### config.mk
export PLATFORM = sky130hd
export DESIGN_NAME = fire_row_stencil
export DESIGN_NICKNAME = d
export VERILOG_FILES = /design/src/sv/frs_pkg.sv /design/src/sv/frs_kernel.sv /design/src/sv/frs_queue.sv /design/src/sv/fire_row_stencil.sv
export SDC_FILE = /design/constraint.sdc
export NUM_CORES = 1
export LEC_CHECK = 0
export BUFFER_PORTS_ARGS = -buffer_cell sky130_fd_sc_hd__buf_4
export CAP_MARGIN = 30
export CORE_MARGIN = 2
export CORE_UTILIZATION = 35
export CTS_CLUSTER_DIAMETER = 80
export DETAILED_ROUTE_END_ITERATION = 8
export PLACE_DENSITY = 0.57
export SETUP_SLACK_MARGIN = 0.15
export SKIP_CTS_REPAIR_TIMING = 1
export SKIP_LAST_GASP = 1
export SYNTH_ARGS = -nofsm -noshare
export SYNTH_HDL_FRONTEND = slang
export SYNTH_SLANG_ARGS = --single-unit
### constraint.sdc
create_clock -name i_clk -period 8.61 [get_ports i_clk]
set_clock_uncertainty 0.1 [all_clocks]
set_input_delay 1.722 -clock i_clk [delete_from_list [all_inputs] [get_ports i_clk]]
set_output_delay 1.722 -clock i_clk [all_outputs]
set_load 0.01 [all_outputs]
### src/sv/frs_pkg.sv
// Shared types, constants and helpers for the fire row stencil.
// No dependencies; imported by every module of the block.
`timescale 1ns / 1ps

package frs_pkg;

    localparam int HEAT_W = 4;
    localparam int COL_W  = 10;
    localparam int RND_W  = 2;

    // Output queue
    localparam int Q_DEPTH = 4;
    localparam int Q_AW    = 2;
    localparam int Q_CW    = 3;

    // Register map, index taken from paddr[2]
    localparam logic REG_MODE = 1'b0;

    // Mode codes
    localparam logic MODE_AVERAGE = 1'b0;
    localparam logic MODE_HOTTEST = 1'b1;

    typedef logic [HEAT_W-1:0] t_heat;
    typedef logic [COL_W-1:0]  t_col;
    typedef logic [RND_W-1:0]  t_rnd;

    typedef struct packed {
        t_heat heat;
        t_col  col;
        logic  row_end;
    } t_result;

    // Up to two results handed to the queue in one cycle
    typedef struct packed {
        logic [1:0] cnt;
        t_result    first;
        t_result    second;
    } t_push;

    // Divide by three for values up to 46: multiply by 43, drop 7 bits
    function automatic t_heat div3(input logic [5:0] v);
        logic [11:0] p;
        p = {6'b0, v} * 12'd43;
        return p[10:7];
    endfunction

endpackage

### src/sv/frs_kernel.sv
// Stencil arithmetic for one inner output cell from the three cells below it.
// Depends on frs_pkg.
`timescale 1ns / 1ps

module frs_kernel #(
    parameter int HEAT_CEILING = 8
) (
    input  frs_pkg::t_heat i_left,
    input  frs_pkg::t_heat i_middle,
    input  frs_pkg::t_heat i_right,
    input  frs_pkg::t_rnd  i_rnd,
    input  logic           i_mode,
    output frs_pkg::t_heat o_cell
);
    import frs_pkg::*;

    localparam t_heat CEIL = t_heat'(HEAT_CEILING);

    t_heat      hot;
    t_heat      decayed;
    logic [5:0] sum;

    always_comb begin
        hot = i_left;
        if (i_middle > hot) hot = i_middle;
        if (i_right > hot) hot = i_right;
        decayed = (hot > t_heat'(i_rnd)) ? hot - t_heat'(i_rnd) : '0;
        if (decayed > CEIL) decayed = CEIL;

        sum = 6'(i_left) + 6'(i_middle) + 6'(i_right) + 6'(i_rnd[0]);

        o_cell = (i_mode == MODE_HOTTEST) ? decayed : div3(sum);
    end

endmodule

### src/sv/frs_queue.sv
// Four-entry result queue; takes up to two results a cycle, gives one.
// Depends on frs_pkg.
`timescale 1ns / 1ps

module frs_queue (
    input  logic                i_clk,
    input  logic                i_rst_n,
    input  frs_pkg::t_push      i_push,
    input  logic                i_pop,
    output logic [frs_pkg::Q_CW-1:0] o_count,
    output logic                o_valid,
    output frs_pkg::t_result    o_head
);
    import frs_pkg::*;

    t_result         r_mem [Q_DEPTH];
    logic [Q_AW-1:0] r_wr, n_wr;
    logic [Q_AW-1:0] r_rd, n_rd;
    logic [Q_CW-1:0] r_count, n_count;
    logic [Q_AW-1:0] wr_next;

    assign wr_next = r_wr + Q_AW'(1);

    always_comb begin
        n_wr    = r_wr + Q_AW'(i_push.cnt);
        n_rd    = r_rd + Q_AW'(i_pop);
        n_count = r_count + Q_CW'(i_push.cnt) - Q_CW'(i_pop);
    end

    always_ff @(posedge i_clk) begin
        if (!i_rst_n) begin
            r_wr    <= '0;
            r_rd    <= '0;
            r_count <= '0;
        end else begin
            r_wr    <= n_wr;
            r_rd    <= n_rd;
            r_count <= n_count;
        end
    end

    always_ff @(posedge i_clk) begin
        if (i_push.cnt != 2'd0) r_mem[r_wr] <= i_push.first;
        if (i_push.cnt == 2'd2) r_mem[wr_next] <= i_push.second;
    end

    assign o_count = r_count;
    assign o_valid = (r_count != '0);
    assign o_head  = r_mem[r_rd];

endmodule

### src/sv/fire_row_stencil.sv
// Fire row stencil: takes one source cell per transfer, in column order, and gives the
// new row above it, one cell per output transfer. It sustains one input transfer per
// clock while the queue has room; results pass the input register, then the queue. The
// item for column 1 gives nothing and the item for the last column gives two results;
// a four-entry queue behind the single output port absorbs the extra edge cell.
// Depends on frs_pkg, frs_kernel and frs_queue.
`timescale 1ns / 1ps

module fire_row_stencil #(
    parameter int ROW_WIDTH    = 120,
    parameter int HEAT_CEILING = 8
) (
    input  logic                  i_clk,
    input  logic                  i_rst_n,
    // source cells
    input  logic                  i_in_valid,
    output logic                  o_in_stall,
    input  frs_pkg::t_heat        i_cell_value,
    input  frs_pkg::t_rnd         i_random_bits,
    // new row
    output logic                  o_out_valid,
    input  logic                  i_out_stall,
    output frs_pkg::t_heat        o_new_cell,
    output frs_pkg::t_col         o_out_column,
    output logic                  o_row_end,
    // register port
    input  logic                  psel,
    input  logic                  penable,
    input  logic                  pwrite,
    input  logic [2:0]            paddr,
    input  logic [31:0]           pwdata,
    output logic [31:0]           prdata,
    output logic                  pready
);
    import frs_pkg::*;

    localparam t_col COL_LAST = t_col'(ROW_WIDTH - 1);

    // Register port
    logic r_mode;

    assign pready = 1'b1;
    assign prdata = (paddr[2] == REG_MODE) ? {31'b0, r_mode} : 32'b0;

    always_ff @(posedge i_clk) begin
        if (!i_rst_n) begin
            r_mode <= MODE_AVERAGE;
        end else if (psel && penable && pwrite && pready && paddr[2] == REG_MODE) begin
            r_mode <= pwdata[0];
        end
    end

    // Row tracking, advanced on every input transfer
    t_col  r_col;
    t_heat r_left;
    t_heat r_middle;
    logic  in_accept;

    // Input register
    logic  r_s1_valid;
    t_col  r_s1_col;
    t_heat r_s1_left;
    t_heat r_s1_middle;
    t_heat r_s1_right;
    t_rnd  r_s1_rnd;

    logic [Q_CW-1:0] q_count;
    logic [Q_CW-1:0] q_space;
    logic            s1_fire;
    t_heat           inner;
    t_push           push;
    t_result         head;

    always_ff @(posedge i_clk) begin
        if (!i_rst_n) begin
            r_col    <= '0;
            r_left   <= '0;
            r_middle <= '0;
        end else if (in_accept) begin
            r_col    <= (r_col == COL_LAST) ? '0 : r_col + t_col'(1);
            r_left   <= r_middle;
            r_middle <= i_cell_value;
        end
    end

    always_ff @(posedge i_clk) begin
        if (!i_rst_n) begin
            r_s1_valid <= 1'b0;
        end else if (in_accept) begin
            r_s1_valid <= 1'b1;
        end else if (s1_fire) begin
            r_s1_valid <= 1'b0;
        end
    end

    always_ff @(posedge i_clk) begin
        if (in_accept) begin
            r_s1_col    <= r_col;
            r_s1_left   <= r_left;
            r_s1_middle <= r_middle;
            r_s1_right  <= i_cell_value;
            r_s1_rnd    <= i_random_bits;
        end
    end

    frs_kernel #(
        .HEAT_CEILING (HEAT_CEILING)
    ) u_kernel (
        .i_left   (r_s1_left),
        .i_middle (r_s1_middle),
        .i_right  (r_s1_right),
        .i_rnd    (r_s1_rnd),
        .i_mode   (r_mode),
        .o_cell   (inner)
    );

    // Results of the held item: column 0 is an edge, column 1 gives nothing,
    // later columns give the inner cell to their left, the last also its own edge.
    always_comb begin
        push.first.heat    = inner;
        push.first.col     = r_s1_col - t_col'(1);
        push.first.row_end = 1'b0;
        if (r_s1_col == '0) begin
            push.first.heat = '0;
            push.first.col  = '0;
        end
        push.second.heat    = '0;
        push.second.col     = r_s1_col;
        push.second.row_end = 1'b1;

        if (r_s1_col == t_col'(1)) push.cnt = 2'd0;
        else if (r_s1_col == COL_LAST) push.cnt = 2'd2;
        else push.cnt = 2'd1;

        q_space = Q_CW'(Q_DEPTH) - q_count;
        s1_fire = r_s1_valid && (q_space >= Q_CW'(push.cnt));
        if (!s1_fire) push.cnt = 2'd0;
    end

    assign o_in_stall = r_s1_valid && !s1_fire;
    assign in_accept  = i_in_valid && !o_in_stall;

    frs_queue u_queue (
        .i_clk   (i_clk),
        .i_rst_n (i_rst_n),
        .i_push  (push),
        .i_pop   (o_out_valid && !i_out_stall),
        .o_count (q_count),
        .o_valid (o_out_valid),
        .o_head  (head)
    );

    assign o_new_cell   = head.heat;
    assign o_out_column = head.col;
    assign o_row_end    = head.row_end;

endmodule

# After elaboration in Yosys (flattened, before gate mapping)
# Memories as Yosys holds them, arrays and structs flattened. A register that Yosys moved wholly into a read port is not among the register bits.
# Cells that the tools add are included.
dict set report totals {
  memories 1
  out_inout_bits 50
  mem_bits_rw 60
  wordCells 69
  inputBits 48
  register_bits 51
}
# name depth word_bits rd rd_clocked_by_memory_dff write_ports line_no
set mem_list {}
lappend mem_list {u_queue.r_mem 4 15 1 1 2 frs_queue.sv:16} ;# t_result r_mem [Q_DEPTH];
dict set report op_classes {
  addsub 12
  reduce_logical 14
  n_eq_ne 4
  bitwise_logic 1
  order_cmp 5
  muxes 18
  multipliers 1
}
# operator n
set ops {}
lappend ops {{== test 10 x 7 -> 1 bit, second input constant} 2}
lappend ops {{two-way mux 4 bit} 5}
lappend ops {{two-way mux 14 bit} 1}
lappend ops {{multiplier 6 x 6 -> 11 bit, second input constant} 1}
lappend ops {{adder 10 x 1 -> 10 bit, second input constant} 1}
lappend ops {{== test 10 x 1 -> 1 bit, second input constant} 1}
lappend ops {{logical NOT 10 bit} 1}
lappend ops {{two-way mux 10 bit} 1}
lappend ops {{subtractor 10 x 1 -> 10 bit, second input constant} 1}
lappend ops {{greater-than comparator 4 bit} 2}
lappend ops {{two-way mux 2 bit} 4}
lappend ops {{logical AND 1 bit} 7}
lappend ops {{two-way mux 1 bit} 7}
lappend ops {{adder 6 x 1 -> 6 bit} 1}
lappend ops {{adder 6 x 4 -> 6 bit} 1}
lappend ops {{adder 4 x 4 -> 5 bit} 1}
lappend ops {{greater-than comparator 4 x 2 -> 1 bit} 1}
lappend ops {{greater-than comparator 4 bit, second input constant} 1}
lappend ops {{nonzero test 2 bit} 2}
lappend ops {{subtractor 4 x 2 -> 4 bit} 1}
lappend ops {{adder 3 x 2 -> 3 bit} 1}
lappend ops {{>= comparator 3 x 2 -> 1 bit} 1}
lappend ops {{logical NOT 1 bit} 3}
lappend ops {{nonzero test 3 bit} 1}
lappend ops {{7 further kinds} 7}

# Logic depth before layout (Yosys ltp)
# Gate-level depths: netlist (run 1).
dict set report logic_depth {
  depth_word 10
  mapped_depth 25
  ltp_nobuf 25
}

# Hierarchy
# Synthesis (run 1) repeated with hierarchy kept, for this count alone.
dict set report hier_totals {
  hier_cells 584
  area_unflattened_um2 7098.1
}
# module cells_each seq_area_each_um2 n_inst area_per_inst_um2
set by_module_without_submodules {}
lappend by_module_without_submodules {frs_queue 192 1941.9 1 3422.0}
lappend by_module_without_submodules {fire_row_stencil 229 1121.1 1 2302.2}
lappend by_module_without_submodules {frs_kernel 163 0.0 1 1373.8}

# Worst setup path before layout (run 1)
# Ideal clock, no wire load.
dict set report synth_path {
  path_kind {flip-flop to flip-flop}
  startpoint {register r_s1_left[0]}
  endpoint {memory u_queue.r_mem[0][13] in the netlist's numbering}
  path_slack_ps 3661
  path_buffers 0
  required_ps 8423
  path_stages_with_launch 23
  setup_ps 87
  arrival_ps 4762
  synth_period_minus_slack_ps 4949
  cell_sequence {edfxtp_1 ha_1 fa_1 ha_1 nor2b_1 o21ai_0 a21boi_0 o22ai_1 inv_1 ha_1 ha_1 inv_1 fa_1 inv_1 ha_1 a21oi_1 o21ai_0 a31o_2 a21oi_1 xor2_1 nor3_1 a22oi_1 o31ai_1}
}
# item line_no
set synth_rtl {}
lappend synth_rtl {{from (decl)} fire_row_stencil.sv:62} ;# t_heat r_s1_left;
lappend synth_rtl {{from (signal assigned)} fire_row_stencil.sv:99} ;# r_s1_left <= r_left;
lappend synth_rtl {{to (decl)} frs_queue.sv:16}

==> impl_metrics.yaml, run 1 <==
power:
  p_leak_nw: 2.89
  p_per_area_nw_per_um2: 408
  power_w: 0.00290
  peakVddDrop_mv: 0.204
layout:
  antenna_cells: 0
  fin_nets: 756
  fin_area_um2: 7110
  drive_above_1_share_pct: 11.7
  final_common_cell: "nand2_1"
  layout_common_cells: "nand2_1 (65), edfxtp_1 (64), ha_1 (53)"
  syn2layout_area_growth_pct: 10.1
drt:
  wl_per_cell_um: 15.1
  antenna_left: 0
  wl_mm: 13.3
  vias: 4493
  dr.first_iter.drc_count: 180
  drc: 0
  avgViaCountPerCell: 5.11
  first_pass_iters: 4
setup_path:
  worst_ep_arrival_time_ns: 5.73
  cpPeakStageDelay_ns: 0.55
  crit_type: "register to register"
  required_ns: 8.76
  cp_max_fo: 4
  crit_slowest_cell: "fa_1"
  critPathCaptureType: "register"
  cpMostUsedCell: "ha_1"
  worstPathCellList: "ha_1 -> fa_1 -> ha_1 -> nor2b_1 -> o21ai_0 -> a21boi_0 -> o22ai_1 -> inv_1 -> ha_1 -> ha_1 -> inv_1 -> fa_1 -> inv_1 -> ha_1 -> a21oi_1 -> o21ai_0 -> a31o_2 -> a21oi_1 -> xor2_1 -> nor3_1 -> a22oi_1 -> o31ai_1"
  cp-start-kind: "register"
synthesis:
  yosysWarnings: 0
  synth_edf_count: 64
  synth.avg_cell_area_um2: 10.4
  synthFlopType: "edfxtp_1"
  syn_area_um2: 6450
  postSynth.asyncResetShare_pct: 0
  synth_cell_types: 60
  synth-seq-cells: 111
  yosysSeqAreaShare_pct: 44.4
  netlist_instances: 618
timing:
  relSlewSlack_pct: 39.3
  fin_ws_ns: 3.03
  whs_ns: 0.329
  setup_viol: 0
  worstMarginPinSlew_ns: 0.908
  final.setup.tns_ns: 0
  hold_viol: 0
  slew_viol_final: 0
  post-route-period-util_pct: 64.8
  rsz0062_at_grt: "false"
  fmax_mhz: 179
  period_minus_slack_ns: 5.58
die:
  rows: 49
  die-area_um2: 19500
  die_w_um: 140
  die_y_um: 140
  core_area_um2: 18000
  ios: 98
  initial_core_util_pct: 35.8
global_routing:
  grt.overflow.total: 0
  grt_usage_pct: 14.1
  grt_max_degree: 24
  grt_first_pass_wirelength_mm: 22.1
  antenna_found_initial: 0
  grt_pass1_vias: 4570
placed_design:
  io_buffers: 32
  gp_congestion: 0.819
  dp_hpwl_mm: 10.0
  detailedPlace.worstSlack_ns: 3.08
  dpl_cell_area_um2: 6820
cts:
  cts_sinks: 111
  htree_levels: 3
  cts_made_buffers: 9
  root_buffer: "clkbuf_16"
  cts_tree: "done"
  clk_path_buf_depth: 2
  clk_pin_slew_ns: 0.07
  insertion_delay_ns: 0.35
run:
  maxCapViolations: 0
min_path:
  min_path_type: "register to register"
run_status:
  status: "complete, no violations"
## kinds of logic (layout without fill, tap and decap cells)
logic type	after synthesis	count (layout)	share of synthesized area (%)
flops	111	111	44.4
xor+xnor	25	25	3.39
buf+inv	97	100	7.51
other cells	2	32	0.116
fa+ha+maj	62	62	13.1
simple gates	190	190	14.3
mux	26	26	7.02
compound gates	105	105	10.2
## cells in the mapped netlist, drive strengths merged, types with 5 or more instances
| library cell | number | area, µm² |
|---|---|---|
| nand2 | 65 | 244 |
| edfxtp | 64 | 1920 |
| ha | 53 | 663 |
| nor2 | 51 | 191 |
| inv | 48 | 180 |
| dfxtp | 47 | 941 |
| o21ai | 34 | 170 |
| buf | 33 | 244 |
| a21oi | 29 | 145 |
| xor2 | 17 | 149 |
| clkbuf | 15 | 56.3 |
| mux4 | 15 | 338 |
| mux2i | 10 | 104 |
| nand3 | 10 | 50.1 |
| nor3 | 10 | 50.1 |
| a21boi | 9 | 67.6 |
| fa | 9 | 180 |
| o31ai | 9 | 67.6 |
| nor2b | 8 | 50.1 |
| xnor2 | 8 | 70.1 |
| and2 | 7 | 43.8 |
| nand2b | 6 | 37.5 |
| nand4 | 6 | 37.5 |
| or3 | 6 | 37.5 |
| and3 | 5 | 31.3 |
## critical path, delay by kind of cell, from the launching register on
| kind | cells | cell delay (ns) |
|---|---|---|
| XOR/XNOR | 1 | 0.10 |
| flip-flops | 1 | 0.43 |
| AND/OR/NAND/NOR | 2 | 0.52 |
| buffers and inverters | 3 | 0.23 |
| adder cells (fa/ha/maj) | 7 | 2.45 |
| AO/OA/AOI/OAI | 9 | 1.65 |
## final timing paths
check,start,to,slack [ns],depth (start not counted)
setup reg to reg,r_s1_left[0]$_DFFE_PP_,u_queue.r_mem[3][13]$_SDFFE_PP0P_,3.03,22
hold / removal,r_left[0]$_SDFFE_PN0P_,r_s1_left[0]$_DFFE_PP_,0.33,0
setup / recovery,r_s1_left[0]$_DFFE_PP_,u_queue.r_mem[3][13]$_SDFFE_PP0P_,3.03,22
hold reg to reg,r_left[0]$_SDFFE_PN0P_,r_s1_left[0]$_DFFE_PP_,0.33,0
## where the power goes
| part | total (W) | internal (W) | switching (W) |
|---|---|---|---|
| combinational | 0.00178 | 0.000749 | 0.00103 |
| sequential | 0.000722 | 0.000655 | 0.0000672 |
| clock | 0.000400 | 0.000201 | 0.000199 |
| total | 0.00290 | 0.00161 | 0.00130 |
## state kept, by name, summed over array words and instances, names as in the netlist
name	cells
u_queue.r_mem	60
r_col	10
r_s1_col	10
r_left	4
r_middle	4
r_s1_left	4
r_s1_middle	4
r_s1_right	4
u_queue.o_count	3
r_s1_rnd	2
u_queue.r_rd	2
u_queue.r_wr	2
r_mode	1
r_s1_valid	1
## stage by stage
step | util (%) | instances
after floorplan | - | 648
after global placement | 37.8 | 863
after detailed placement | 37.8 | 864
after CTS | 39.4 | 880
after global routing | 39.4 | 880
final | 39.4 | 880
## layout make-up
cell class	count	area, µm²
Sequential cell	111	2860
Timing Repair Buffer	35	270
Clock inverter	6	56.3
Inverter	49	184
Fill cell	1756	10900
Multi-Input combinational cell	440	3220
Clock buffer	10	229
Tap cell	229	287
## routing by layer
layer  GRT usage (%)  vias to the layer above  part of all wire (%)
li1                -                     2182                     -
met1            17.3                     2180                    44
met2            24.3                      113                    50
met3            3.37                       18                   4.4
met4            5.11                        0                   1.7
met5               0                        -                     0
No activity file was read; power rests on OpenSTA's default activity.
==> run 2: changes to the inputs <==
Settings changed: PLACE_DENSITY 0.57 to 0.58.
Clock period 8.61 ns to 4.7 ns, I/O delays scaled along.
==> impl_metrics.yaml, run 2 (synthesized netlist as in run 1, its figures left out) <==
run_status:
  status: "complete, but fails checks"
  violations: "negative setup slack"
timing:
  slew_viol_final: 0
  post-route-period-util_pct: 107
  hold_viol: 0
  fmax_mhz: 198
  setup_viol: 16
  rsz0062_at_grt: "true"
  period_minus_slack_ns: 5.04
  final.setup.tns_ns: -3.98
  worstMarginPinSlew_ns: 0.853
  fin_ws_ns: -0.345
  relSlewSlack_pct: 43.1
layout:
  fillers: 1741
  final_common_cell: "buf_4"
  largest_reg_flops: 60
  antenna_cells: 0
  largestRegisters: "u_queue.r_mem: 60 flops, r_col: 10 flops, r_s1_col: 10 flops"
  drive_above_1_share_pct: 22.3
  layout_common_cells: "buf_4 (77), nand2_1 (65), edfxtp_1 (64)"
  syn2layout_area_growth_pct: 19.1
  fin_nets: 801
  regMostFlops: "u_queue.r_mem"
setup_path:
  worst_r2r_endpoint: "u_queue.r_mem[2][14]$_SDFFE_PP0P_"
  rrSetupSlack_ns: -0.34
  r2r_start: "r_s1_middle[1]$_DFFE_PP_"
  crit_slowest_cell: "edfxtp_1"
  critPathCaptureType: "register"
  crit_type: "register to register"
  path_buf_inv: 5
  worstPathCellList: "buf_6 -> fa_2 -> buf_4 -> fa_2 -> nand2_1 -> nand2_1 -> a21oi_2 -> xor2_2 -> buf_4 -> ha_4 -> ha_4 -> inv_2 -> fa_1 -> inv_1 -> ha_1 -> nand4b_1 -> o21ai_2 -> a31o_4 -> nand3_2 -> and3b_1 -> mux2i_2 -> o2111ai_4 -> o21ai_1"
  cp_max_fo: 4
  worst_ep_arrival_time_ns: 5.23
  crit_start: "r_s1_middle[1]$_DFFE_PP_"
  reg2reg_depth: 23
  required_ns: 4.88
  cpPeakStageDelay_ns: 0.50
  cp-start-kind: "register"
  critPathTopFamily: "adder cells"
min_path:
  min_path_type: "register to register"
  worstHoldStart: "r_left[3]$_SDFFE_PN0P_"
  min_to: "r_s1_left[3]$_DFFE_PP_"
  worstHoldPathCells: 0
global_routing:
  grt_first_pass_wirelength_mm: 22.4
  antenna_found_initial: 0
  grt_pass1_vias: 4620
  grt.overflow.total: 0
  grt_max_degree: 24
  grt_usage_pct: 14.4
placed_design:
  detailedPlace.worstSlack_ns: -0.412
  dp_hpwl_mm: 10.3
  gp_congestion: 0.841
  io_buffers: 32
drt:
  vias: 4618
  first_pass_iters: 5
  antenna_left: 0
  wl_mm: 13.9
  dr.first_iter.drc_count: 290
  wl_per_cell_um: 15.0
  avgViaCountPerCell: 4.99
  drc: 0
die:
  rows: 49
  die_w_um: 140
  die-area_um2: 19500
  initial_core_util_pct: 35.8
  ios: 98
  core_area_um2: 18000
  die_y_um: 140
cts:
  htree_levels: 3
  cts_sinks: 111
  clk_path_buf_depth: 2
  cts_tree: "done"
  clk_pin_slew_ns: 0.08
  root_buffer: "clkbuf_16"
  cts_made_buffers: 9
  insertion_delay_ns: 0.35
power:
  p_leak_nw: 3.15
  p_per_area_nw_per_um2: 861
  peakVddDrop_mv: 0.677
run:
  maxCapViolations: 0
run 2: metal layers:
layer / wire length [µm] / GRT usage [%]
met5: 0 / 0
met4: 270 / 5.05
met3: 717 / 3.03
met2: 6960 / 25.3
met1: 5920 / 17.4
run 2: final cells by class:
type / count / area (µm²) / area share (%)
clock buffer: 10 / 229 / 2.98
tap: 229 / 287 / 3.73
clock inverter: 6 / 62.6 / 0.814
multi-input combinational: 440 / 3430 / 44.7
sequential: 111 / 2860 / 37.2
timing repair buffer: 80 / 628 / 8.17
inverter: 49 / 184 / 2.39
run 2: worst register-to-register path, stage by stage, from the launching register on:
cell and delay, ns:
edfxtp_1 0.50, buf_6 0.17, fa_2 0.47, buf_4 0.15
fa_2 0.33, nand2_1 0.06, nand2_1 0.07, a21oi_2 0.16
xor2_2 0.18, buf_4 0.15, ha_4 0.20, ha_4 0.26
inv_2 0.03, fa_1 0.47, inv_1 0.04, ha_1 0.26
nand4b_1 0.11, o21ai_2 0.22, a31o_4 0.19, nand3_2 0.08
and3b_1 0.18, mux2i_2 0.23, o2111ai_4 0.19, o21ai_1 0.17
run 2: report_power, final:
group / switching [W] / internal [W]
sequential: 0.000114 / 0.00120
combinational: 0.00236 / 0.00220
clock: 0.000365 / 0.000373
run 2: through the flow:
step | utilization [%] | power [W] | hold slack [ns] | instances | cell area [µm²]
CTS | 41.2 | 0.00580 | 0.334 | 915 | 7430
global placement | 39.4 | 0.00486 | 0.311 | 898 | 7110
finish | 42.6 | 0.00661 | 0.333 | 925 | 7690
global route | 42.6 | 0.00723 | 0.343 | 925 | 7690
detailed placement | 39.6 | 0.00503 | 0.317 | 899 | 7140
floorplan | - | 0.00388 | 0.308 | 648 | 6610
run 2: worst max path at each step:
stage / endpoint / cells after the start
after floorplan: u_queue.r_mem[3][13]$_SDFFE_PP0P_ / 22
after global placement: u_queue.r_mem[2][14]$_SDFFE_PP0P_ / 21
after detailed placement: u_queue.r_mem[2][14]$_SDFFE_PP0P_ / 21
after CTS: u_queue.r_mem[2][14]$_SDFFE_PP0P_ / 21
after global routing: u_queue.r_mem[2][14]$_SDFFE_PP0P_ / 23
final: u_queue.r_mem[2][14]$_SDFFE_PP0P_ / 23
